`src/design/utd_pkg.sv`:
```
package utd_pkg;

    // Width of the byte and character counters reported at end of string.
    localparam int COUNT_BITS = 10;
    localparam int LIMIT_BITS = 10;
    localparam int CMP_BITS   = (COUNT_BITS > LIMIT_BITS) ? COUNT_BITS : LIMIT_BITS;

    localparam logic [COUNT_BITS-1:0] COUNT_MAX = {COUNT_BITS{1'b1}};

    // Depth of the queue between the classifier and the decoder.
    localparam int QUEUE_DEPTH    = 4;
    localparam int QUEUE_IDX_BITS = $clog2(QUEUE_DEPTH);

    localparam logic [7:0] ASCII_MASK = 8'h80;
    localparam logic [7:0] LEAD2_MASK = 8'hE0;
    localparam logic [7:0] LEAD2_CODE = 8'hC0;
    localparam logic [7:0] LEAD3_MASK = 8'hF0;
    localparam logic [7:0] LEAD3_CODE = 8'hE0;

    localparam logic [15:0] REPLACEMENT_CHAR = 16'h003F;

    typedef enum logic [1:0] {
        CLS_ASCII = 2'd0,
        CLS_LEAD2 = 2'd1,
        CLS_LEAD3 = 2'd2,
        CLS_OTHER = 2'd3
    } byte_class_t;

    typedef struct packed {
        byte_class_t cls;
        logic [7:0]  data;
        logic        last;
    } item_t;

    typedef struct packed {
        logic [15:0]           code_unit;
        logic                  has_char;
        logic                  end_of_string;
        logic [COUNT_BITS-1:0] bytes_consumed;
        logic [COUNT_BITS-1:0] chars_out;
    } result_t;

endpackage

```
`src/design/utd_front.sv`:
```
module utd_front (
    input  logic          push,
    input  logic [7:0]    in_byte,
    input  logic          is_last,
    input  logic          q_full,
    output logic          q_wr,
    output utd_pkg::item_t q_item
);
    import utd_pkg::*;

    byte_class_t cls;

    // The lead-byte class is only a hint: the decoder ignores it while a
    // sequence is still collecting continuation bytes.
    always_comb
    begin
        if ((in_byte & ASCII_MASK) == 8'h00)
        begin
            cls = CLS_ASCII;
        end
        else if ((in_byte & LEAD2_MASK) == LEAD2_CODE)
        begin
            cls = CLS_LEAD2;
        end
        else if ((in_byte & LEAD3_MASK) == LEAD3_CODE)
        begin
            cls = CLS_LEAD3;
        end
        else
        begin
            cls = CLS_OTHER;
        end
    end

    assign q_wr        = push && !q_full;
    assign q_item.cls  = cls;
    assign q_item.data = in_byte;
    assign q_item.last = is_last;

endmodule

```
`src/design/utd_queue.sv`:
```
module utd_queue (
    input  logic           clk,
    input  logic           rst_n,
    input  logic           wr,
    input  utd_pkg::item_t wr_item,
    output logic           full,
    input  logic           rd,
    output logic           rd_valid,
    output utd_pkg::item_t rd_item
);
    import utd_pkg::*;

    item_t                     slot_reg [QUEUE_DEPTH];
    logic [QUEUE_IDX_BITS-1:0] wr_ptr_reg;
    logic [QUEUE_IDX_BITS-1:0] wr_ptr_next;
    logic [QUEUE_IDX_BITS-1:0] rd_ptr_reg;
    logic [QUEUE_IDX_BITS-1:0] rd_ptr_next;
    logic [QUEUE_IDX_BITS:0]   count_reg;
    logic [QUEUE_IDX_BITS:0]   count_next;
    logic                      do_wr;
    logic                      do_rd;

    assign full     = (count_reg == (QUEUE_IDX_BITS+1)'(QUEUE_DEPTH));
    assign rd_valid = (count_reg != '0);
    assign rd_item  = slot_reg[rd_ptr_reg];

    assign do_wr = wr && !full;
    assign do_rd = rd && rd_valid;

    always_comb
    begin
        wr_ptr_next = do_wr ? wr_ptr_reg + 1'b1 : wr_ptr_reg;
        rd_ptr_next = do_rd ? rd_ptr_reg + 1'b1 : rd_ptr_reg;
        count_next  = count_reg;
        if (do_wr && !do_rd)
        begin
            count_next = count_reg + 1'b1;
        end
        else if (do_rd && !do_wr)
        begin
            count_next = count_reg - 1'b1;
        end
    end

    always_ff @(posedge clk or negedge rst_n)
    begin
        if (!rst_n)
        begin
            wr_ptr_reg <= '0;
            rd_ptr_reg <= '0;
            count_reg  <= '0;
        end
        else
        begin
            wr_ptr_reg <= wr_ptr_next;
            rd_ptr_reg <= rd_ptr_next;
            count_reg  <= count_next;
        end
    end

    always_ff @(posedge clk)
    begin
        if (do_wr)
        begin
            slot_reg[wr_ptr_reg] <= wr_item;
        end
    end

endmodule

```
`src/design/utd_back.sv`:
```
module utd_back (
    input  logic                             clk,
    input  logic                             rst_n,
    input  logic                             cfg_wr,
    input  logic [utd_pkg::LIMIT_BITS-1:0]   cfg_data,
    input  logic                             q_valid,
    input  utd_pkg::item_t                   q_item,
    output logic                             q_rd,
    input  logic                             pop,
    output logic                             empty,
    output utd_pkg::result_t                 result
);
    import utd_pkg::*;

    logic [LIMIT_BITS-1:0] char_limit_reg;
    logic [1:0]            pending_reg;
    logic [1:0]            pending_next;
    logic [15:0]           partial_reg;
    logic [15:0]           partial_next;
    logic [COUNT_BITS-1:0] char_cnt_reg;
    logic [COUNT_BITS-1:0] char_cnt_next;
    logic [COUNT_BITS-1:0] byte_cnt_reg;
    logic [COUNT_BITS-1:0] byte_cnt_next;
    logic                  limit_hit_reg;
    logic                  limit_hit_next;

    // Two-entry result buffer so decoding continues while a result waits.
    result_t               rbuf_reg [2];
    logic                  rbuf_wr_ptr_reg;
    logic                  rbuf_rd_ptr_reg;
    logic [1:0]            rbuf_count_reg;
    logic [1:0]            rbuf_count_next;
    logic                  rbuf_wr;
    logic                  rbuf_rd;

    logic                  take;
    logic                  emit;
    logic [15:0]           cu;
    logic [1:0]            fill;
    logic [COUNT_BITS+1:0] byte_sum;
    logic [COUNT_BITS:0]   char_sum;
    logic [COUNT_BITS-1:0] byte_new;
    logic [COUNT_BITS-1:0] char_new;
    result_t               res;

    assign take    = q_valid && (rbuf_count_reg != 2'd2);
    assign q_rd    = take;
    assign empty   = (rbuf_count_reg == 2'd0);
    assign result  = rbuf_reg[rbuf_rd_ptr_reg];
    assign rbuf_rd = pop && !empty;

    always_comb
    begin
        emit         = 1'b0;
        cu           = '0;
        fill         = 2'd0;
        pending_next = pending_reg;
        partial_next = partial_reg;
        byte_new     = byte_cnt_reg;
        char_new     = char_cnt_reg;
        byte_sum     = '0;
        char_sum     = '0;
        limit_hit_next = limit_hit_reg;

        if (!limit_hit_reg)
        begin
            if (pending_reg != 2'd0)
            begin
                partial_next = {partial_reg[9:0], q_item.data[5:0]};
                pending_next = pending_reg - 2'd1;
                if (pending_next == 2'd0)
                begin
                    emit = 1'b1;
                    cu   = partial_next;
                end
            end
            else
            begin
                case (q_item.cls)
                    CLS_ASCII:
                    begin
                        emit = 1'b1;
                        cu   = {8'h00, q_item.data};
                    end
                    CLS_LEAD2:
                    begin
                        partial_next = {11'd0, q_item.data[4:0]};
                        pending_next = 2'd1;
                    end
                    CLS_LEAD3:
                    begin
                        partial_next = {12'd0, q_item.data[3:0]};
                        pending_next = 2'd2;
                    end
                    default:
                    begin
                        emit = 1'b1;
                        cu   = REPLACEMENT_CHAR;
                    end
                endcase
            end

            // A string that ends mid-sequence gets its missing bits as zero
            // and its missing bytes counted.
            if (q_item.last && (pending_next != 2'd0))
            begin
                fill = pending_next;
                cu   = (pending_next == 2'd1) ? {partial_next[9:0], 6'd0}
                                              : {partial_next[3:0], 12'd0};
                pending_next = 2'd0;
                emit = 1'b1;
            end

            byte_sum = {2'b00, byte_cnt_reg} + (COUNT_BITS+2)'(1)
                     + {COUNT_BITS'(0), fill};
            byte_new = (byte_sum > {2'b00, COUNT_MAX}) ? COUNT_MAX
                                                       : byte_sum[COUNT_BITS-1:0];

            if (emit)
            begin
                char_sum = {1'b0, char_cnt_reg} + (COUNT_BITS+1)'(1);
                char_new = char_sum[COUNT_BITS] ? COUNT_MAX : char_sum[COUNT_BITS-1:0];
                if ((char_limit_reg != '0) &&
                    (CMP_BITS'(char_new) >= CMP_BITS'(char_limit_reg)))
                begin
                    limit_hit_next = 1'b1;
                end
            end
        end

        res.code_unit      = emit ? cu : 16'h0000;
        res.has_char       = emit;
        res.end_of_string  = q_item.last;
        res.bytes_consumed = q_item.last ? byte_new : '0;
        res.chars_out      = q_item.last ? char_new : '0;

        rbuf_wr = take && (emit || q_item.last);

        byte_cnt_next = byte_new;
        char_cnt_next = char_new;
        if (q_item.last)
        begin
            pending_next   = 2'd0;
            partial_next   = '0;
            byte_cnt_next  = '0;
            char_cnt_next  = '0;
            limit_hit_next = 1'b0;
        end

        rbuf_count_next = rbuf_count_reg;
        if (rbuf_wr && !rbuf_rd)
        begin
            rbuf_count_next = rbuf_count_reg + 2'd1;
        end
        else if (rbuf_rd && !rbuf_wr)
        begin
            rbuf_count_next = rbuf_count_reg - 2'd1;
        end
    end

    always_ff @(posedge clk or negedge rst_n)
    begin
        if (!rst_n)
        begin
            char_limit_reg  <= '0;
            pending_reg     <= '0;
            partial_reg     <= '0;
            char_cnt_reg    <= '0;
            byte_cnt_reg    <= '0;
            limit_hit_reg   <= 1'b0;
            rbuf_wr_ptr_reg <= 1'b0;
            rbuf_rd_ptr_reg <= 1'b0;
            rbuf_count_reg  <= '0;
        end
        else
        begin
            if (cfg_wr)
            begin
                char_limit_reg <= cfg_data;
            end
            if (take)
            begin
                pending_reg   <= pending_next;
                partial_reg   <= partial_next;
                char_cnt_reg  <= char_cnt_next;
                byte_cnt_reg  <= byte_cnt_next;
                limit_hit_reg <= limit_hit_next;
            end
            if (rbuf_wr)
            begin
                rbuf_wr_ptr_reg <= !rbuf_wr_ptr_reg;
            end
            if (rbuf_rd)
            begin
                rbuf_rd_ptr_reg <= !rbuf_rd_ptr_reg;
            end
            rbuf_count_reg <= rbuf_count_next;
        end
    end

    always_ff @(posedge clk)
    begin
        if (rbuf_wr)
        begin
            rbuf_reg[rbuf_wr_ptr_reg] <= res;
        end
    end

endmodule

```
`src/design/utf8_to_ucs2_decoder.sv`:
```
// Streaming UTF-8 to UCS-2 decoder. Bytes are pushed one per transfer with
// is_last marking the final byte of a string; one-, two- and three-byte
// sequences become 16-bit code units, and any other lead byte yields '?'.
// The block takes one byte per clock cycle while full is low: a classifier
// feeds a four-entry queue, which the decoder drains one byte per cycle,
// while its two-entry result buffer has room, into that buffer. The result
// on the final byte carries end_of_string with the saturating byte and
// character counts, and the decoder then starts the next string from a
// clean state. char_limit, written over the cfg channel, caps the code
// units per string (zero means no cap); bytes past the cap are dropped.
// Write it only while the block is idle; the block does not check this.
module utf8_to_ucs2_decoder (
    input  logic                           clk,
    input  logic                           rst_n,
    input  logic                           push,
    output logic                           full,
    input  logic [7:0]                     in_byte,
    input  logic                           is_last,
    output logic                           empty,
    input  logic                           pop,
    output logic [15:0]                    code_unit,
    output logic                           has_char,
    output logic                           end_of_string,
    output logic [utd_pkg::COUNT_BITS-1:0] bytes_consumed,
    output logic [utd_pkg::COUNT_BITS-1:0] chars_out,
    input  logic                           cfg_valid,
    output logic                           cfg_ready,
    input  logic [utd_pkg::LIMIT_BITS-1:0] cfg_data
);
    import utd_pkg::*;

    logic    q_wr;
    item_t   q_wr_item;
    logic    q_full;
    logic    q_rd;
    logic    q_valid;
    item_t   q_rd_item;
    result_t res;

    assign cfg_ready = 1'b1;
    assign full      = q_full;

    utd_front u_front (
        .push    (push),
        .in_byte (in_byte),
        .is_last (is_last),
        .q_full  (q_full),
        .q_wr    (q_wr),
        .q_item  (q_wr_item)
    );

    utd_queue u_queue (
        .clk      (clk),
        .rst_n    (rst_n),
        .wr       (q_wr),
        .wr_item  (q_wr_item),
        .full     (q_full),
        .rd       (q_rd),
        .rd_valid (q_valid),
        .rd_item  (q_rd_item)
    );

    utd_back u_back (
        .clk      (clk),
        .rst_n    (rst_n),
        .cfg_wr   (cfg_valid && cfg_ready),
        .cfg_data (cfg_data),
        .q_valid  (q_valid),
        .q_item   (q_rd_item),
        .q_rd     (q_rd),
        .pop      (pop),
        .empty    (empty),
        .result   (res)
    );

    assign code_unit      = res.code_unit;
    assign has_char       = res.has_char;
    assign end_of_string  = res.end_of_string;
    assign bytes_consumed = res.bytes_consumed;
    assign chars_out      = res.chars_out;

endmodule
```
`config.mk`:
```
export PLATFORM = sky130hd
export DESIGN_NAME = utf8_to_ucs2_decoder
export DESIGN_NICKNAME = d
export VERILOG_FILES = /design/src/design/utd_pkg.sv /design/src/design/utd_front.sv /design/src/design/utd_queue.sv /design/src/design/utd_back.sv /design/src/design/utf8_to_ucs2_decoder.sv
export SDC_FILE = /design/constraint.sdc
export NUM_CORES = 1
export LEC_CHECK = 0
export ABC_AREA = 0
export BUFFER_PORTS_ARGS = -buffer_cell sky130_fd_sc_hd__buf_4
export CORE_MARGIN = 4
export CORE_UTILIZATION = 60
export DETAILED_ROUTE_END_ITERATION = 12
export PLACE_DENSITY = 0.88
export SLEW_MARGIN = 20
export SYNTH_ARGS = -nofsm -noshare
export SYNTH_HDL_FRONTEND = slang
export SYNTH_SLANG_ARGS = --single-unit
```
`constraint.sdc`:
```
create_clock -name clk -period 11.4 [get_ports clk]
set_clock_uncertainty 0.1 [all_clocks]
set_input_delay 1.71 -clock clk [delete_from_list [all_inputs] [get_ports clk]]
set_output_delay 1.71 -clock clk [all_outputs]
set_load 0.1 [all_outputs]
```
# Word level (Yosys, flattened, before mapping)

Memory sizes are Yosys's and may differ from the RTL's.
Index checks and enable logic that the tools add are counted.

Register bits: 54
Bits in writable memories: 120
Input bits: 24
Output and inout port bits: 41
Memories: 2

Add/sub/neg operators: 10
$lt $le $gt $ge: 2
Equality and inequality tests: 8
Multiplexer cells: 49
Reduce and logical (&&, ||, !) cells: 33

Memory list:

| name             | depth | bits a word | read ports | clocked after memory_dff | wr ports | line            | source |
|---|---|---|---|---|---|---|---|
| u_back.rbuf_reg  | 2     | 38          | 1          | 0                        | 1        | utd_back.sv:28  | `result_t rbuf_reg [2];` |
| u_queue.slot_reg | 4     | 11          | 1          | 0                        | 1        | utd_queue.sv:13 | `item_t slot_reg [QUEUE_DEPTH];` |

Operators with widths:

| cell                                                                               | count |
|---|---|
| 10-bit two-way mux                                                                 | 12 |
| 16-bit two-way mux                                                                 | 6 |
| 10-bit by 1-bit adder with 11-bit output (second input constant)                   | 2 |
| 2-bit two-way mux                                                                  | 11 |
| 10-bit case mux with 2 select lines                                                | 1 |
| 8-bit case mux with 2 select lines                                                 | 1 |
| 1-bit two-way mux                                                                  | 15 |
| 12-bit by 2-bit adder with 12-bit output                                           | 1 |
| 12-bit by 10-bit greater-than comparator with 1-bit output (second input constant) | 1 |
| 1-bit logical AND                                                                  | 12 |
| 10-bit >= comparator                                                               | 1 |
| 10-bit nonzero test                                                                | 1 |
| 1-bit zero test                                                                    | 8 |
| 8-bit zero test                                                                    | 1 |
| 2-bit nonzero test                                                                 | 4 |
| 2-bit by 1-bit adder with 2-bit output (second input constant)                     | 3 |
| 3-bit == test (second input constant)                                              | 2 |
| 2-bit zero test                                                                    | 3 |
| 3-bit two-way mux                                                                  | 2 |
| 2-bit by 1-bit == test with 1-bit output (second input constant)                   | 2 |
| 4-bit == test (second input constant)                                              | 1 |
| 2-bit case mux with 2 select lines                                                 | 1 |
| 2-bit by 1-bit subtractor with 2-bit output (second input constant)                | 2 |
| 3-bit by 1-bit adder with 3-bit output (second input constant)                     | 1 |
| other kinds (8)                                                                    | 8 |

# Longest topological paths before layout

An unclocked memory read counts as a cell.

Word-level depth: 16
Mapped depth: 17

# Hierarchy

A second synthesis with hierarchy kept.

Cells, all modules: 653
Area, all modules: 8416.8 µm²

Modules (own cells, without submodules):

| module               | instances | cells each | area each (µm²) | sequential area each (µm²) |
|---|---|---|---|---|
| utd_back             | 1         | 545        | 6253.5          | 3458.3 |
| utd_queue            | 1         | 92         | 2055.7          | 1496.4 |
| utd_front            | 1         | 14         | 96.3            | 0.0 |
| utf8_to_ucs2_decoder | 1         | 2          | 11.3            | 0.0 |

# Worst setup path before layout

No wires, ideal clock.

Kind: register to register
Start: register u_queue.rd_ptr_reg[0]
End: memory u_back.rbuf_reg[0][0] (netlist name), enable pin
Library setup time: 0.438 ns
Data arrival time: 4.130 ns
Data required time: 10.862 ns
Path slack: 6.733 ns
Cell stages (with the launch flop): 10
Buffers on the path: 3
Path through: dfrtp_1 -> buf_2 -> buf_2 -> mux4_2 -> inv_1 -> ha_1 -> clkbuf_1 -> a21o_1 -> a21oi_1 -> nor2b_1

Cells in the longest elaborated chain, start to end: 14

Ends and longest elaborated chain:

| what                                                                             | line            | source |
|---|---|---|
| start, declared                                                                  | utd_queue.sv:16 | `logic [QUEUE_IDX_BITS-1:0] rd_ptr_reg;` |
| start signal, assigned                                                           | utd_queue.sv:56 | `rd_ptr_reg <= rd_ptr_next;` |
| memory 4 x 11 bit *                                                              | -               |  |
| 2-bit == test / 2-bit by 1-bit == test with 1-bit output (equally long branches) | utd_back.sv:79  | `case (q_item.cls)` |
| 2-bit case mux with 2 select lines                                               | utd_back.sv:79  |  |
| 2-bit two-way mux                                                                | utd_back.sv:67  | `if (pending_reg != 2'd0)` |
| 2-bit two-way mux                                                                | utd_back.sv:65  | `if (!limit_hit_reg)` |
| 2-bit nonzero test                                                               | utd_back.sv:105 | `if (q_item.last && (pending_next != 2'd0))` |
| 1-bit logical AND                                                                | utd_back.sv:105 |  |
| 1-bit two-way mux                                                                | utd_back.sv:105 |  |
| 1-bit two-way mux (2 in series)                                                  | utd_back.sv:65  |  |
| 1-bit logical OR *                                                               | utd_back.sv:137 | `rbuf_wr = take && (emit \|\| q_item.last);` |
| 1-bit logical AND *                                                              | utd_back.sv:137 |  |
| net u_back.rbuf_wr                                                               | utd_back.sv:33  | `logic rbuf_wr;` |
| 1-bit two-way mux *                                                              | utd_back.sv:203 | `if (rbuf_wr)` |
| 1-bit two-way mux (not written as such) *                                        | utd_back.sv:205 | `rbuf_reg[rbuf_wr_ptr_reg] <= res;` |
| end, declared                                                                    | utd_back.sv:28  |  |

The timed path passes the listed nets; every way through them passes the cells marked *. The select of a mux whose other input is x is not followed.

==> out/metrics.csv <==
metric;value;unit
crit_type;flip-flop to flip-flop;
period_needed;5060;ps
setup_violations;0;
fin_crit_sh;44.4;%
grt_max_degree;55;
synth_warnings;0;
cts_tree;done;
syn_avg_cell_area;12.7;um^2
clockBufferDepth;2;
cts_setup_buffers;0;
io_pins;65;
synthTopCellsByArea;edfxtp_1 (41%), dfrtp_1 (16%), mux2_2 (5.3%);
ys_types;81;
largest_reg_flops;76;
drt_iter0_drc;500;
cts.clk_slew.worst_paths;70;ps
grt_pass1_wl;29700;um
worstPathRequired;11550;ps
rows;43;
drcViolationCount;0;
synthesis.nets;736;
setup.worst_path.start_class;flip-flop;
arrival;5210;ps
vias_per_cell;6.22;
syn_inst;686;
ys_seq_area_share;57.0;%
core_area;14000;um^2
whs;401;ps
wl_per_cell;19.5;um
numCtsBuffers;17;
final_hold_viol_count;0;
area_growth;12.8;%
first_pass_iters;5;
start_util;61.9;%
dpl-instance-area;9200;um^2
grt_pass1_vias;5763;
port_buffers;63;
final_antenna_net_count;0;
track_usage;23.3;%
yosysTopAreaCell;edfxtp_1;
tightestPinTransition;837;ps
slew-limit-headroom;43.8;%
finalMaxSlewViolations;0;
diodes;0;
gp_congestion;0.894;
hp-class;flip-flop to flip-flop;
h-tree-depth;4;
worst_setup_path_end_kind;flip-flop;
ctsRootBufferMaster;clkbuf_16;
cts_resized;0;
fmaxAchievable;198;MHz
maxCapViolations;0;
finalNetCount;781;
clkLatencyLatePin;440;ps
antenna_found_initial;0;
rsz0062_at_grt;no;
crit_fanout;14;
final.setup.tns;0;ps
post-route-worst-setup-slack;6340;ps
die_x;128;um
ys_async_sr_fraction;31.0;%
routed_wl;18000;um
grt_overflow;0;
ys.flop_type;edfxtp_1;
layout-drive-gt1-share;24.6;%
synth_top_area_share;41.4;%
ys_ff_latch;174;
netlist_area;8700;um^2
place_ws;6400;ps
synth_edf_count;120;
cts_sinks;174;
cts_hold_buf;0;
hpwl;12000;um
filler_cell_count;960;
status;completed;
fin_area;9810;um^2
fp.dieH;128;um
dieArea;16500;um^2
num_vias;5748;
==> worst max-delay path, stage by stage (launching register included) <==
cell and delay, ps:
dfrtp_1 870, mux4_2 630, inv_1 110, ha_1 300, a21oi_1 130, nor3_1 660, ha_1 320, fa_1 250
o221ai_2 170, o31ai_2 770, inv_1 240, a221oi_2 310
==> path summary, 6_finish.rpt <==
kind | end | cells past startpoint | slack, ps | start
setup / recovery | u_back.rbuf_reg[0][13] | 11 | 6340 | u_queue.rd_ptr_reg[0]
min in group asynchronous | u_back.byte_cnt_reg[7] | 1 | 1230 | rst_n
hold reg to reg | u_queue.count_reg[2] | 1 | 400 | u_queue.count_reg[2]
max in group asynchronous | u_back.char_limit_reg[1] | 1 | 9490 | rst_n
setup reg to reg | u_back.rbuf_reg[0][13] | 11 | 6340 | u_queue.rd_ptr_reg[0]
hold / removal | u_queue.count_reg[2] | 1 | 400 | u_queue.count_reg[2]
==> cells in the mapped netlist, types with 3 or more instances <==
library cell,count
mux4_2,10
o21ai_1,4
mux2_2,41
a31oi_1,7
buf_2,10
xnor2_1,21
buf_4,4
nand3b_1,7
a21oi_1,31
o21a_1,11
nand2b_1,6
inv_1,25
o22ai_1,3
buf_1,3
nor4_1,3
ha_1,24
buf_6,6
nand3_1,14
clkbuf_1,18
edfxtp_1,120
a311oi_1,4
o21ai_0,26
and4_1,3
o211ai_1,6
a211oi_1,6
a32oi_1,3
o221a_2,6
o31ai_1,4
nor3_1,7
nor2_1,49
nor3b_1,3
and2_1,7
a22oi_1,3
a22o_1,18
and3_1,4
dfrtp_1,54
nor2b_1,4
xor2_1,8
nand2_1,44
a21o_1,6
==> per-stage QoR <==
stage	std cells	utilization [%]
floorplan	686	-
global placement	891	65.5
detailed placement	891	65.5
CTS	923	69.7
global route	924	69.9
finish	924	69.9
==> cells in the final DEF (no fill, tap or decap), drive strengths merged, types with 8 or more instances in the layout <==
| cell type | instances |
|---|---|
| o21a | 11 |
| a21oi | 31 |
| ha | 24 |
| o21ai | 33 |
| inv | 34 |
| xor2 | 8 |
| a22o | 18 |
| xnor2 | 21 |
| dfrtp | 54 |
| clkbuf | 18 |
| nor3 | 10 |
| nand3 | 14 |
| and2 | 10 |
| mux2 | 42 |
| nor2 | 49 |
| buf | 68 |
| a31oi | 8 |
| mux4 | 10 |
| edfxtp | 120 |
| nand2 | 45 |
==> cell families after synthesis <==
| kind of cell | after synthesis | synth area share [%] |
|---|---|---|
| multiplexers | 54 | 8.30 |
| XOR/XNOR | 29 | 2.92 |
| buffers and inverters | 71 | 3.94 |
| adder cells (fa/ha/maj) | 26 | 3.91 |
| flip-flops | 174 | 57.0 |
| other | 1 | 0.0431 |
| AND/OR/NAND/NOR | 170 | 10.1 |
| AO/OA/AOI/OAI | 161 | 13.8 |
==> area by class of cell <==
class                   count  area (um^2)  share of cell area [%]
clock buffers              18          429                    4.37
repair buffers             68          531                    5.41
multi-input cells         441         3410                    34.7
inverters                  29          111                    1.14
clock inverters            14          154                    1.57
flip-flops and latches    174         4950                    50.5
well taps                 180          225                    2.30
==> metal layers <==
layer	wire [um]	vias to the layer above	track usage (%)
li1	-	2661	-
met4	484	0	9.55
met2	8640	207	37.0
met5	0	-	0
met3	1010	45	4.48
met1	7880	2835	31.9
Power is left out: the tool's default activity adds up to more than one toggle a clock period on the data nets, which glitch-free logic cannot reach.
